File: src/s98csd_pkg.sv
// shared types and constants for the s98 command stream decoder
// no dependencies; imported by every module of the block

package s98csd_pkg;

    localparam int MAX_VARINT_GROUPS = 4;
    localparam int GROUP_BITS        = 7;
    localparam int VARINT_W          = GROUP_BITS * MAX_VARINT_GROUPS;
    localparam int GROUP_CNT_W       = $clog2(MAX_VARINT_GROUPS + 1);
    localparam int TICK_W            = VARINT_W + 1;

    localparam int RATE_W  = 18;
    localparam int NUM_W   = 16;
    localparam int DEN_W   = 16;
    localparam int WAIT_W  = 32;
    localparam int DEV_W   = 6;
    localparam int ADDR_W  = 9;
    localparam int DATA_W  = 8;
    localparam int BYTE_W  = 8;
    localparam int KIND_W  = 2;
    localparam int CFG_IDX_W  = 2;
    localparam int CFG_DATA_W = RATE_W;

    localparam int PROD1_W = TICK_W + RATE_W;
    localparam int SPLIT_W = PROD1_W / 2;
    localparam int PROD_W  = PROD1_W + NUM_W;

    localparam int QUEUE_DEPTH = 4;

    localparam logic [BYTE_W-1:0] OP_WRITE_LIMIT = 8'h7F;
    localparam logic [BYTE_W-1:0] OP_WAIT_ONE    = 8'hFF;
    localparam logic [BYTE_W-1:0] OP_WAIT_VAR    = 8'hFE;

    localparam logic [CFG_IDX_W-1:0] CFG_SAMPLE_RATE = 2'd0;
    localparam logic [CFG_IDX_W-1:0] CFG_TICK_NUM    = 2'd1;
    localparam logic [CFG_IDX_W-1:0] CFG_TICK_DEN    = 2'd2;

    localparam logic [RATE_W-1:0] RATE_RESET = 18'd44100;
    localparam logic [NUM_W-1:0]  NUM_RESET  = 16'd10;
    localparam logic [DEN_W-1:0]  DEN_RESET  = 16'd1000;

    typedef enum logic [KIND_W-1:0] {
        KIND_WRITE = 2'd0,
        KIND_WAIT  = 2'd1,
        KIND_MARK  = 2'd2
    } kind_t;

    typedef struct packed {
        kind_t              kind;
        logic [DEV_W-1:0]   device;
        logic [ADDR_W-1:0]  addr;
        logic [DATA_W-1:0]  data;
        logic [TICK_W-1:0]  ticks;
    } cmd_t;

    typedef struct packed {
        logic [RATE_W-1:0] rate;
        logic [NUM_W-1:0]  num;
        logic [DEN_W-1:0]  den;
    } cfg_t;

    typedef struct packed {
        logic valid;
        logic full;
    } queue_status_t;

endpackage

File: src/s98csd_parser.sv
// front end: classifies stream bytes and assembles commands
// one byte a cycle while the queue is not full; depends on s98csd_pkg

module s98csd_parser
(
    input  logic                           clk,
    input  logic                           rst_n,
    input  logic                           byte_valid,
    input  logic [s98csd_pkg::BYTE_W-1:0]  byte_in,
    input  logic                           queue_full,
    output logic                           byte_ready,
    output logic                           push,
    output s98csd_pkg::cmd_t               push_cmd
);
    import s98csd_pkg::*;

    typedef enum logic [1:0] {
        PH_OPCODE = 2'd0,
        PH_REG    = 2'd1,
        PH_DATA   = 2'd2,
        PH_VARINT = 2'd3
    } phase_t;

    phase_t                  phase_reg, phase_next;
    logic [6:0]              dev_reg, dev_next;
    logic [DATA_W-1:0]       regb_reg, regb_next;
    logic [VARINT_W-1:0]     acc_reg, acc_next;
    logic [GROUP_CNT_W-1:0]  groups_reg, groups_next;
    logic                    accept;
    logic                    emit;
    cmd_t                    cmd;

    assign byte_ready = !queue_full;
    assign accept     = byte_valid && byte_ready;
    assign push       = accept && emit;
    assign push_cmd   = cmd;

    always_comb
    begin
        phase_next  = phase_reg;
        dev_next    = dev_reg;
        regb_next   = regb_reg;
        acc_next    = acc_reg;
        groups_next = groups_reg;
        emit        = 1'b0;
        cmd         = '0;
        unique case (phase_reg)
            PH_REG:
            begin
                regb_next  = byte_in;
                phase_next = PH_DATA;
            end
            PH_DATA:
            begin
                phase_next = PH_OPCODE;
                emit       = 1'b1;
                cmd.kind   = KIND_WRITE;
                cmd.device = dev_reg[6:1];
                cmd.addr   = {dev_reg[0], regb_reg};
                cmd.data   = byte_in;
            end
            PH_VARINT:
            begin
                if (groups_reg < GROUP_CNT_W'(MAX_VARINT_GROUPS))
                begin
                    for (int g = 0; g < MAX_VARINT_GROUPS; g++)
                    begin
                        if (groups_reg == GROUP_CNT_W'(g))
                        begin
                            acc_next[g*GROUP_BITS +: GROUP_BITS] = byte_in[GROUP_BITS-1:0];
                        end
                    end
                    groups_next = groups_reg + 1'b1;
                end
                if (!byte_in[BYTE_W-1])
                begin
                    phase_next = PH_OPCODE;
                    emit       = 1'b1;
                    cmd.kind   = KIND_WAIT;
                    cmd.ticks  = TICK_W'(acc_next) + TICK_W'(2);
                end
            end
            PH_OPCODE:
            begin
                if (byte_in < OP_WRITE_LIMIT)
                begin
                    dev_next   = byte_in[6:0];
                    phase_next = PH_REG;
                end
                else if (byte_in == OP_WAIT_ONE)
                begin
                    emit      = 1'b1;
                    cmd.kind  = KIND_WAIT;
                    cmd.ticks = TICK_W'(1);
                end
                else if (byte_in == OP_WAIT_VAR)
                begin
                    acc_next    = '0;
                    groups_next = '0;
                    phase_next  = PH_VARINT;
                end
                else
                begin
                    emit     = 1'b1;
                    cmd.kind = KIND_MARK;
                end
            end
            default:
            begin
                phase_next = PH_OPCODE;
            end
        endcase
    end

    always_ff @(posedge clk or negedge rst_n)
    begin
        if (!rst_n)
        begin
            phase_reg  <= PH_OPCODE;
            dev_reg    <= '0;
            regb_reg   <= '0;
            acc_reg    <= '0;
            groups_reg <= '0;
        end
        else if (accept)
        begin
            phase_reg  <= phase_next;
            dev_reg    <= dev_next;
            regb_reg   <= regb_next;
            acc_reg    <= acc_next;
            groups_reg <= groups_next;
        end
    end

endmodule

File: src/s98csd_queue.sv
// short command queue between the parser and the sample converter
// depends on s98csd_pkg

module s98csd_queue
(
    input  logic                           clk,
    input  logic                           rst_n,
    input  logic                           push,
    input  s98csd_pkg::cmd_t               push_cmd,
    input  logic                           pop,
    output s98csd_pkg::cmd_t               head_cmd,
    output s98csd_pkg::queue_status_t      status
);
    import s98csd_pkg::*;

    localparam int PTR_W = $clog2(QUEUE_DEPTH);
    localparam int CNT_W = $clog2(QUEUE_DEPTH + 1);

    cmd_t              entry_reg [QUEUE_DEPTH];
    logic [PTR_W-1:0]  wr_ptr_reg, wr_ptr_next;
    logic [PTR_W-1:0]  rd_ptr_reg, rd_ptr_next;
    logic [CNT_W-1:0]  count_reg, count_next;
    logic              do_push;
    logic              do_pop;

    assign status.valid = (count_reg != '0);
    assign status.full  = (count_reg == CNT_W'(QUEUE_DEPTH));
    assign head_cmd     = entry_reg[rd_ptr_reg];
    assign do_push      = push && !status.full;
    assign do_pop       = pop && status.valid;

    always_comb
    begin
        wr_ptr_next = wr_ptr_reg;
        rd_ptr_next = rd_ptr_reg;
        count_next  = count_reg;
        if (do_push)
        begin
            wr_ptr_next = (wr_ptr_reg == PTR_W'(QUEUE_DEPTH - 1)) ? '0 : wr_ptr_reg + 1'b1;
        end
        if (do_pop)
        begin
            rd_ptr_next = (rd_ptr_reg == PTR_W'(QUEUE_DEPTH - 1)) ? '0 : rd_ptr_reg + 1'b1;
        end
        if (do_push && !do_pop)
        begin
            count_next = count_reg + 1'b1;
        end
        else if (do_pop && !do_push)
        begin
            count_next = count_reg - 1'b1;
        end
    end

    always_ff @(posedge clk or negedge rst_n)
    begin
        if (!rst_n)
        begin
            wr_ptr_reg <= '0;
            rd_ptr_reg <= '0;
            count_reg  <= '0;
        end
        else
        begin
            wr_ptr_reg <= wr_ptr_next;
            rd_ptr_reg <= rd_ptr_next;
            count_reg  <= count_next;
        end
    end

    always_ff @(posedge clk)
    begin
        if (do_push)
        begin
            entry_reg[wr_ptr_reg] <= push_cmd;
        end
    end

endmodule

File: src/s98csd_samples.sv
// back end: converts wait ticks to samples and drives the output register
// depends on s98csd_pkg; multiply split into steps and one-bit-a-cycle divide

module s98csd_samples
(
    input  logic                           clk,
    input  logic                           rst_n,
    input  s98csd_pkg::cfg_t               cfg,
    input  s98csd_pkg::queue_status_t      q_status,
    input  s98csd_pkg::cmd_t               head_cmd,
    output logic                           pop,
    output logic                           out_valid,
    input  logic                           out_ready,
    output s98csd_pkg::cmd_t               out_cmd,
    output logic [s98csd_pkg::WAIT_W-1:0]  out_wait
);
    import s98csd_pkg::*;

    localparam int CNT_W  = $clog2(WAIT_W);
    localparam int HIGH_W = PROD_W - WAIT_W;

    typedef enum logic [2:0] {
        ST_IDLE,
        ST_MUL_RATE,
        ST_MUL_LO,
        ST_MUL_HI,
        ST_CHECK,
        ST_DIV,
        ST_DONE
    } state_t;

    state_t               state_reg, state_next;
    logic [TICK_W-1:0]    tick_reg, tick_next;
    logic [PROD1_W-1:0]   mul_reg, mul_next;
    logic [PROD_W-1:0]    acc_reg, acc_next;
    logic [DEN_W-1:0]     rem_reg, rem_next;
    logic [WAIT_W-1:0]    quo_reg, quo_next;
    logic [CNT_W-1:0]     cnt_reg, cnt_next;
    logic                 valid_reg, valid_next;
    cmd_t                 cmd_reg, cmd_next;
    logic [WAIT_W-1:0]    wait_reg, wait_next;

    logic                 out_free;
    logic [PROD1_W-1:0]   prod_rate;
    logic [PROD_W-1:0]    prod_lo;
    logic [PROD_W-1:0]    prod_hi;
    logic [HIGH_W-1:0]    acc_high;
    logic [DEN_W:0]       trial;
    logic                 trial_ge;

    assign out_free  = !valid_reg || out_ready;
    assign prod_rate = PROD1_W'(tick_reg) * PROD1_W'(cfg.rate);
    assign prod_lo   = PROD_W'(mul_reg[SPLIT_W-1:0]) * PROD_W'(cfg.num);
    assign prod_hi   = PROD_W'(mul_reg[PROD1_W-1:SPLIT_W]) * PROD_W'(cfg.num);
    assign acc_high  = acc_reg[PROD_W-1:WAIT_W];
    assign trial     = {rem_reg, quo_reg[WAIT_W-1]};
    assign trial_ge  = (trial >= {1'b0, cfg.den});

    assign out_valid = valid_reg;
    assign out_cmd   = cmd_reg;
    assign out_wait  = wait_reg;

    always_comb
    begin
        state_next = state_reg;
        tick_next  = tick_reg;
        mul_next   = mul_reg;
        acc_next   = acc_reg;
        rem_next   = rem_reg;
        quo_next   = quo_reg;
        cnt_next   = cnt_reg;
        cmd_next   = cmd_reg;
        wait_next  = wait_reg;
        valid_next = valid_reg && !out_ready;
        pop        = 1'b0;
        unique case (state_reg)
            ST_IDLE:
            begin
                if (q_status.valid && out_free)
                begin
                    pop = 1'b1;
                    if (head_cmd.kind == KIND_WAIT)
                    begin
                        tick_next  = head_cmd.ticks;
                        state_next = ST_MUL_RATE;
                    end
                    else
                    begin
                        cmd_next       = head_cmd;
                        cmd_next.ticks = '0;
                        wait_next      = '0;
                        valid_next     = 1'b1;
                    end
                end
            end
            ST_MUL_RATE:
            begin
                mul_next   = prod_rate;
                state_next = ST_MUL_LO;
            end
            ST_MUL_LO:
            begin
                acc_next   = prod_lo;
                state_next = ST_MUL_HI;
            end
            ST_MUL_HI:
            begin
                acc_next   = acc_reg + (prod_hi << SPLIT_W);
                state_next = ST_CHECK;
            end
            ST_CHECK:
            begin
                if (cfg.den == '0 || acc_high >= HIGH_W'(cfg.den))
                begin
                    quo_next   = '1;
                    state_next = ST_DONE;
                end
                else
                begin
                    rem_next   = acc_reg[WAIT_W +: DEN_W];
                    quo_next   = acc_reg[WAIT_W-1:0];
                    cnt_next   = '0;
                    state_next = ST_DIV;
                end
            end
            ST_DIV:
            begin
                rem_next = trial_ge ? DEN_W'(trial - {1'b0, cfg.den}) : trial[DEN_W-1:0];
                quo_next = {quo_reg[WAIT_W-2:0], trial_ge};
                cnt_next = cnt_reg + 1'b1;
                if (cnt_reg == CNT_W'(WAIT_W - 1))
                begin
                    state_next = ST_DONE;
                end
            end
            ST_DONE:
            begin
                if (out_free)
                begin
                    cmd_next      = '0;
                    cmd_next.kind = KIND_WAIT;
                    wait_next     = quo_reg;
                    valid_next    = 1'b1;
                    state_next    = ST_IDLE;
                end
            end
            default:
            begin
                state_next = ST_IDLE;
            end
        endcase
    end

    always_ff @(posedge clk or negedge rst_n)
    begin
        if (!rst_n)
        begin
            state_reg <= ST_IDLE;
            valid_reg <= 1'b0;
            tick_reg  <= '0;
            mul_reg   <= '0;
            acc_reg   <= '0;
            rem_reg   <= '0;
            quo_reg   <= '0;
            cnt_reg   <= '0;
            cmd_reg   <= '0;
            wait_reg  <= '0;
        end
        else
        begin
            state_reg <= state_next;
            valid_reg <= valid_next;
            tick_reg  <= tick_next;
            mul_reg   <= mul_next;
            acc_reg   <= acc_next;
            rem_reg   <= rem_next;
            quo_reg   <= quo_next;
            cnt_reg   <= cnt_next;
            cmd_reg   <= cmd_next;
            wait_reg  <= wait_next;
        end
    end

endmodule

File: src/s98_command_stream_decoder_top.sv
// top level of the s98 command stream decoder: config registers and wiring
// depends on s98csd_pkg, s98csd_parser, s98csd_queue, s98csd_samples
//
// channel   dir  handshake              payload
// s_*       in   s_tvalid / s_tready    s_tdata[7:0] cmd_byte
// m_*       out  m_tvalid / m_tready    m_tuser kind, m_tdata device..wait_samples
// cfg_*     in   cfg_valid / cfg_ready  cfg_addr register index, cfg_data value
//
// one byte is taken per cycle while the four-entry command queue has room
// writes and markers go from the queue head straight into the output register
// a wait holds the converter through three multiply steps, a saturation check
// and a one-bit-a-cycle divide
// rst_n clears parser state, queue and output; config returns to 44100, 10, 1000
// a stalled output holds the converter, the queue then fills and s_tready drops

module s98_command_stream_decoder_top
(
    input  logic                                clk,
    input  logic                                rst_n,
    input  logic                                s_tvalid,
    output logic                                s_tready,
    input  logic [7:0]                          s_tdata,   // cmd_byte
    output logic                                m_tvalid,
    input  logic                                m_tready,
    output logic [55:0]                         m_tdata,   // device_index, reg_address,
                                                           // reg_data, wait_samples, zero pad
    output logic [1:0]                          m_tuser,   // kind
    input  logic                                cfg_valid,
    output logic                                cfg_ready,
    input  logic [s98csd_pkg::CFG_IDX_W-1:0]    cfg_addr,
    input  logic [s98csd_pkg::CFG_DATA_W-1:0]   cfg_data
);
    import s98csd_pkg::*;

    cfg_t           cfg_reg;
    logic           push;
    cmd_t           push_cmd;
    logic           pop;
    cmd_t           head_cmd;
    queue_status_t  q_status;
    cmd_t           out_cmd;
    logic [WAIT_W-1:0] out_wait;

    assign cfg_ready = 1'b1;

    always_ff @(posedge clk or negedge rst_n)
    begin
        if (!rst_n)
        begin
            cfg_reg.rate <= RATE_RESET;
            cfg_reg.num  <= NUM_RESET;
            cfg_reg.den  <= DEN_RESET;
        end
        else if (cfg_valid && cfg_ready)
        begin
            unique case (cfg_addr)
                CFG_SAMPLE_RATE: cfg_reg.rate <= cfg_data[RATE_W-1:0];
                CFG_TICK_NUM:    cfg_reg.num  <= cfg_data[NUM_W-1:0];
                CFG_TICK_DEN:    cfg_reg.den  <= cfg_data[DEN_W-1:0];
                default:
                begin
                end
            endcase
        end
    end

    s98csd_parser u_parser
    (
        .clk        (clk),
        .rst_n      (rst_n),
        .byte_valid (s_tvalid),
        .byte_in    (s_tdata),
        .queue_full (q_status.full),
        .byte_ready (s_tready),
        .push       (push),
        .push_cmd   (push_cmd)
    );

    s98csd_queue u_queue
    (
        .clk      (clk),
        .rst_n    (rst_n),
        .push     (push),
        .push_cmd (push_cmd),
        .pop      (pop),
        .head_cmd (head_cmd),
        .status   (q_status)
    );

    s98csd_samples u_samples
    (
        .clk       (clk),
        .rst_n     (rst_n),
        .cfg       (cfg_reg),
        .q_status  (q_status),
        .head_cmd  (head_cmd),
        .pop       (pop),
        .out_valid (m_tvalid),
        .out_ready (m_tready),
        .out_cmd   (out_cmd),
        .out_wait  (out_wait)
    );

    assign m_tuser = out_cmd.kind;
    assign m_tdata = {1'b0, out_wait, out_cmd.data, out_cmd.addr, out_cmd.device};

    assert property (@(posedge clk) disable iff (!rst_n) push |-> !q_status.full)
        else $error("command pushed into a full queue");

    assert property (@(posedge clk) disable iff (!rst_n) pop |-> q_status.valid)
        else $error("command popped from an empty queue");

    assert property (@(posedge clk) disable iff (!rst_n)
        (m_tvalid && m_tuser == KIND_MARK) |-> (m_tdata == '0))
        else $error("marker carries a nonzero payload");

    assert property (@(posedge clk) disable iff (!rst_n)
        (m_tvalid && m_tuser == KIND_WAIT) |-> (m_tdata[22:0] == '0))
        else $error("wait carries register write fields");

endmodule

File: config.mk
export PLATFORM = sky130hd
export DESIGN_NAME = s98_command_stream_decoder_top
export DESIGN_NICKNAME = d
export VERILOG_FILES = /design/src/s98csd_pkg.sv /design/src/s98csd_parser.sv /design/src/s98csd_queue.sv /design/src/s98csd_samples.sv /design/src/s98_command_stream_decoder_top.sv
export SDC_FILE = /design/constraint.sdc
export NUM_CORES = 2
export LEC_CHECK = 0
export ABC_AREA = 1
export ABC_CLOCK_PERIOD_IN_PS = 9700
export BUFFER_PORTS_ARGS = -buffer_cell sky130_fd_sc_hd__buf_2
export CAP_MARGIN = 0
export CORE_MARGIN = 3
export CORE_UTILIZATION = 55
export CTS_CLUSTER_DIAMETER = 120
export DETAILED_ROUTE_END_ITERATION = 10
export PLACE_DENSITY = 0.67
export SKIP_LAST_GASP = 1
export SLEW_MARGIN = 15
export SYNTH_ARGS = -nofsm -noshare
export SYNTH_HDL_FRONTEND = slang
export SYNTH_SLANG_ARGS = --single-unit
File: constraint.sdc
create_clock -name clk -period 9.7 [get_ports clk]
set_input_delay 0.97 -clock clk [delete_from_list [all_inputs] [get_ports clk]]
set_output_delay 0.97 -clock clk [all_outputs]
set_load 0.1 [all_outputs]
==> summary.txt <==
Run status
  • Status: completed

CTS
  • CTS clk-pin slew, worst paths: 0.06 ns
  • Cts bufs inserted: 69
  • Post-CTS Resized: 0
  • CTS Root Cell: clkbuf_16
  • CTS sink cnt: 574
  • Hold Buf Count CTS: 0
  • Worst skew pair latency: 0.69 ns
  • CTS max path bufs: 3
  • CTS H-tree depth: 3
  • Post-CTS setup buffer count: 0
  • CTS tree: built

Drt
  • DR iter-0 viols: 4963
  • Vias/cell: 5.488
  • Routed vias: 57740
  • Antenna Nets Post-Route: 0
  • Detailed-route wire length per cell: 20.55 um
  • # DRC: 0
  • Post-Route WL: 216100 um
  • Iteration count of the initial detailed-routing pass: 6

Die
  • Starting Density: 55.49%
  • I/O Pins: 94
  • Die Wd: 364.9 um
  • Die Span Y: 364.9 um
  • FP Rows: 131
  • Die Footprint: 133200 um^2
  • Core area: 127700 um^2

Synthesis
  • Post-synth EDFFs: 216
  • Cells after Synth: 8973
  • Warnings from Yosys: 0
  • Post-synthesis sequential area ratio: 21.82%
  • Simple-Gate Fraction of Synth Area: 19.58%
  • Synth area leader: fa_1
  • Main combinational cell family by area after synthesis: adder cells
  • Synth Net Count: 10470
  • Top-count cell post-synth: nand2_1
  • Synth cell types: 60
  • Post-synthesis cell area: 70850 um^2
  • Commonest cells in the netlist: nand2_1 (2475), inv_1 (2039), fa_1 (1033)
  • Largest cells by area after synthesis: fa_1 (29%), nand2_1 (13%), dfrtp_1 (12%)
  • Ys async rst share: 62.37%
  • Synthesized area per cell: 7.896 um^2
  • Share of the synthesized area in the top cell type: 29.19%
  • Yosys reg bits: 574
  • Post-synthesis compound-gate area fraction: 6.700%
  • Post-synth top flop: dfrtp_1
  • Post-synthesis mux area share: 0.7152%
  • XOR/XNOR Fraction of Synth Area: 1.100%
  • Adder-cell area share of the yosys netlist: 36.85%

Final layout
  • Area growth from synthesis to layout: 5.602%
  • Number of flip-flops in the largest register: 216
  • Ratio of cells with drive above 1 in the final layout: 4.792%
  • Nets: 10290

Critical path
  • CP Class: flip-flop to flip-flop
  • Worst EP required: 10.27 ns
  • Crit path launch type: flip-flop
  • CP max FO: 33
  • CP max stage cell: dfrtp_2
  • CP Capture Type: flip-flop
  • Critical path arrival: 8.82 ns
  • Crit path max-delay family: adder cells
  • Max incr delay on CP: 0.58 ns
  • Crit path buffers/inverters: 7

STA
  • Hold Vio Cnt, Final: 0
  • RSZ-0062 raised after global routing: no
  • Fin crit share: 85.09%
  • Final setup violation count: 0
  • Final min period: 8.254 ns
  • Slew HR: 19.10%
  • Setup_tns: 0 ns
  • Fmax: 121.2 MHz
  • Slew of the pin with the lowest slew margin: 1.214 ns
  • Final Skew: 0.05496 ns
  • Max Slew Vio Count: 0

Global routing
  • GRT overflow: 0
  • First-pass GRT wire length: 340900 um
  • Largest net degree at the start of global routing: 155
  • Number of global-route vias before repair: 58780
  • GRT Total Usage: 33.30%
  • Initial antenna violation count: 10

Placement
  • Dpl hpwl: 168700 um
  • Final GP Congestion: 0.9921
  • Port Buffers: 91

Hold path
  • Path type of the worst min-delay path: input port to asynchronous set/reset pin

Run
  • Max Cap Viol: 0
## through the flow
| stage | util [%] | hold slack, ns | area (um^2) | cells | setup WS [ns] |
|---|---|---|---|---|---|
| after floorplan | - | 0.4459 | 70850 | 8973 | 2.653 |
| after global placement | 56.66 | 0.4580 | 72340 | 10380 | 1.514 |
| after detailed placement | 56.66 | 0.4733 | 72340 | 10380 | 1.502 |
| after CTS | 58.57 | 0.2218 | 74790 | 10510 | 1.529 |
| after global routing | 58.58 | 0.2546 | 74800 | 10510 | 0.9340 |
| final | 58.60 | 0.2234 | 74820 | 10520 | 1.446 |
## worst register-to-register path, delay by kind of cell, from the launching register on
family	cells	cell delay [ns]
adder cells (fa/ha/maj)	8	3.86
AND/OR/NAND/NOR	13	2.07
buffers and inverters	7	0.92
AO/OA/AOI/OAI	2	0.63
flip-flops	1	0.58
XOR/XNOR	1	0.13
## cell families (layout without fill, tap and decap cells)
family          after synthesis  in the layout
simple gates               3448           3448
buf+inv                    2465           2340
fa+ha+maj                  1467           1467
other cells                   2             12
flops                       574            574
compound gates              885            885
mux                          43             43
xor+xnor                     89             89
## placed cells by master, fill, tap and decap left out, types with 18 or more instances in the layout
master        n
a21oi_1     273
buf_2        90
buf_4        62
clkbuf_16    69
dfrtp_1     328
edfxtp_1    216
fa_1       1033
ha_1        434
inv_1      2038
mux2_2       21
nand2_1    2475
nand2_2      19
nand3_1     306
nand4_1      55
nor2_1      460
nor3_1       49
nor4_1       18
o21ai_0     432
o21ai_1      47
o21bai_1     26
o22ai_1      31
xnor2_1      46
xor2_1       43
## per-layer routing
metal | vias up | part of all wire [%] | wire, um | track usage [%]
met5 | - | 0.023 | 49 | 0
met4 | 8 | 2.9 | 6327 | 9.198
met3 | 316 | 8.5 | 18470 | 6.300
met2 | 2239 | 45 | 96760 | 51.65
met1 | 28690 | 44 | 94540 | 48.02
li1 | 26480 | - | - | -
## worst paths after layout
path | end | slack (ns) | start | cells after the start
worst max-delay path | u_samples.acc_reg[56] | 1.45 | cfg_reg[23] | 31
worst min register to register | u_samples.cnt_reg[4] | 0.49 | u_samples.cnt_reg[4] | 2
worst min-delay path | u_samples.mul_reg[9] | 0.22 | rst_n | 1
worst max register to register | u_samples.acc_reg[56] | 1.45 | cfg_reg[23] | 31
min in group clk | u_samples.cnt_reg[4] | 0.49 | u_samples.cnt_reg[4] | 2
max in group asynchronous | cfg_reg[48] | 8.04 | rst_n | 2
## layout make-up
| class | count | area (um^2) |
|---|---|---|
| Antenna cell | 10 | 25.02 |
| Clock buffer | 92 | 1893 |
| Clock inverter | 36 | 556.8 |
| Fill cell | 11710 | 52870 |
| Inverter | 2057 | 7721 |
| Multi-Input combinational cell | 5934 | 46090 |
| Sequential cell | 574 | 15480 |
| Tap cell | 1662 | 2079 |
| Timing Repair Buffer | 155 | 970.9 |
Power is not shown: default switching activity piles up to over one toggle a cycle in this logic, so the estimate is an artifact.
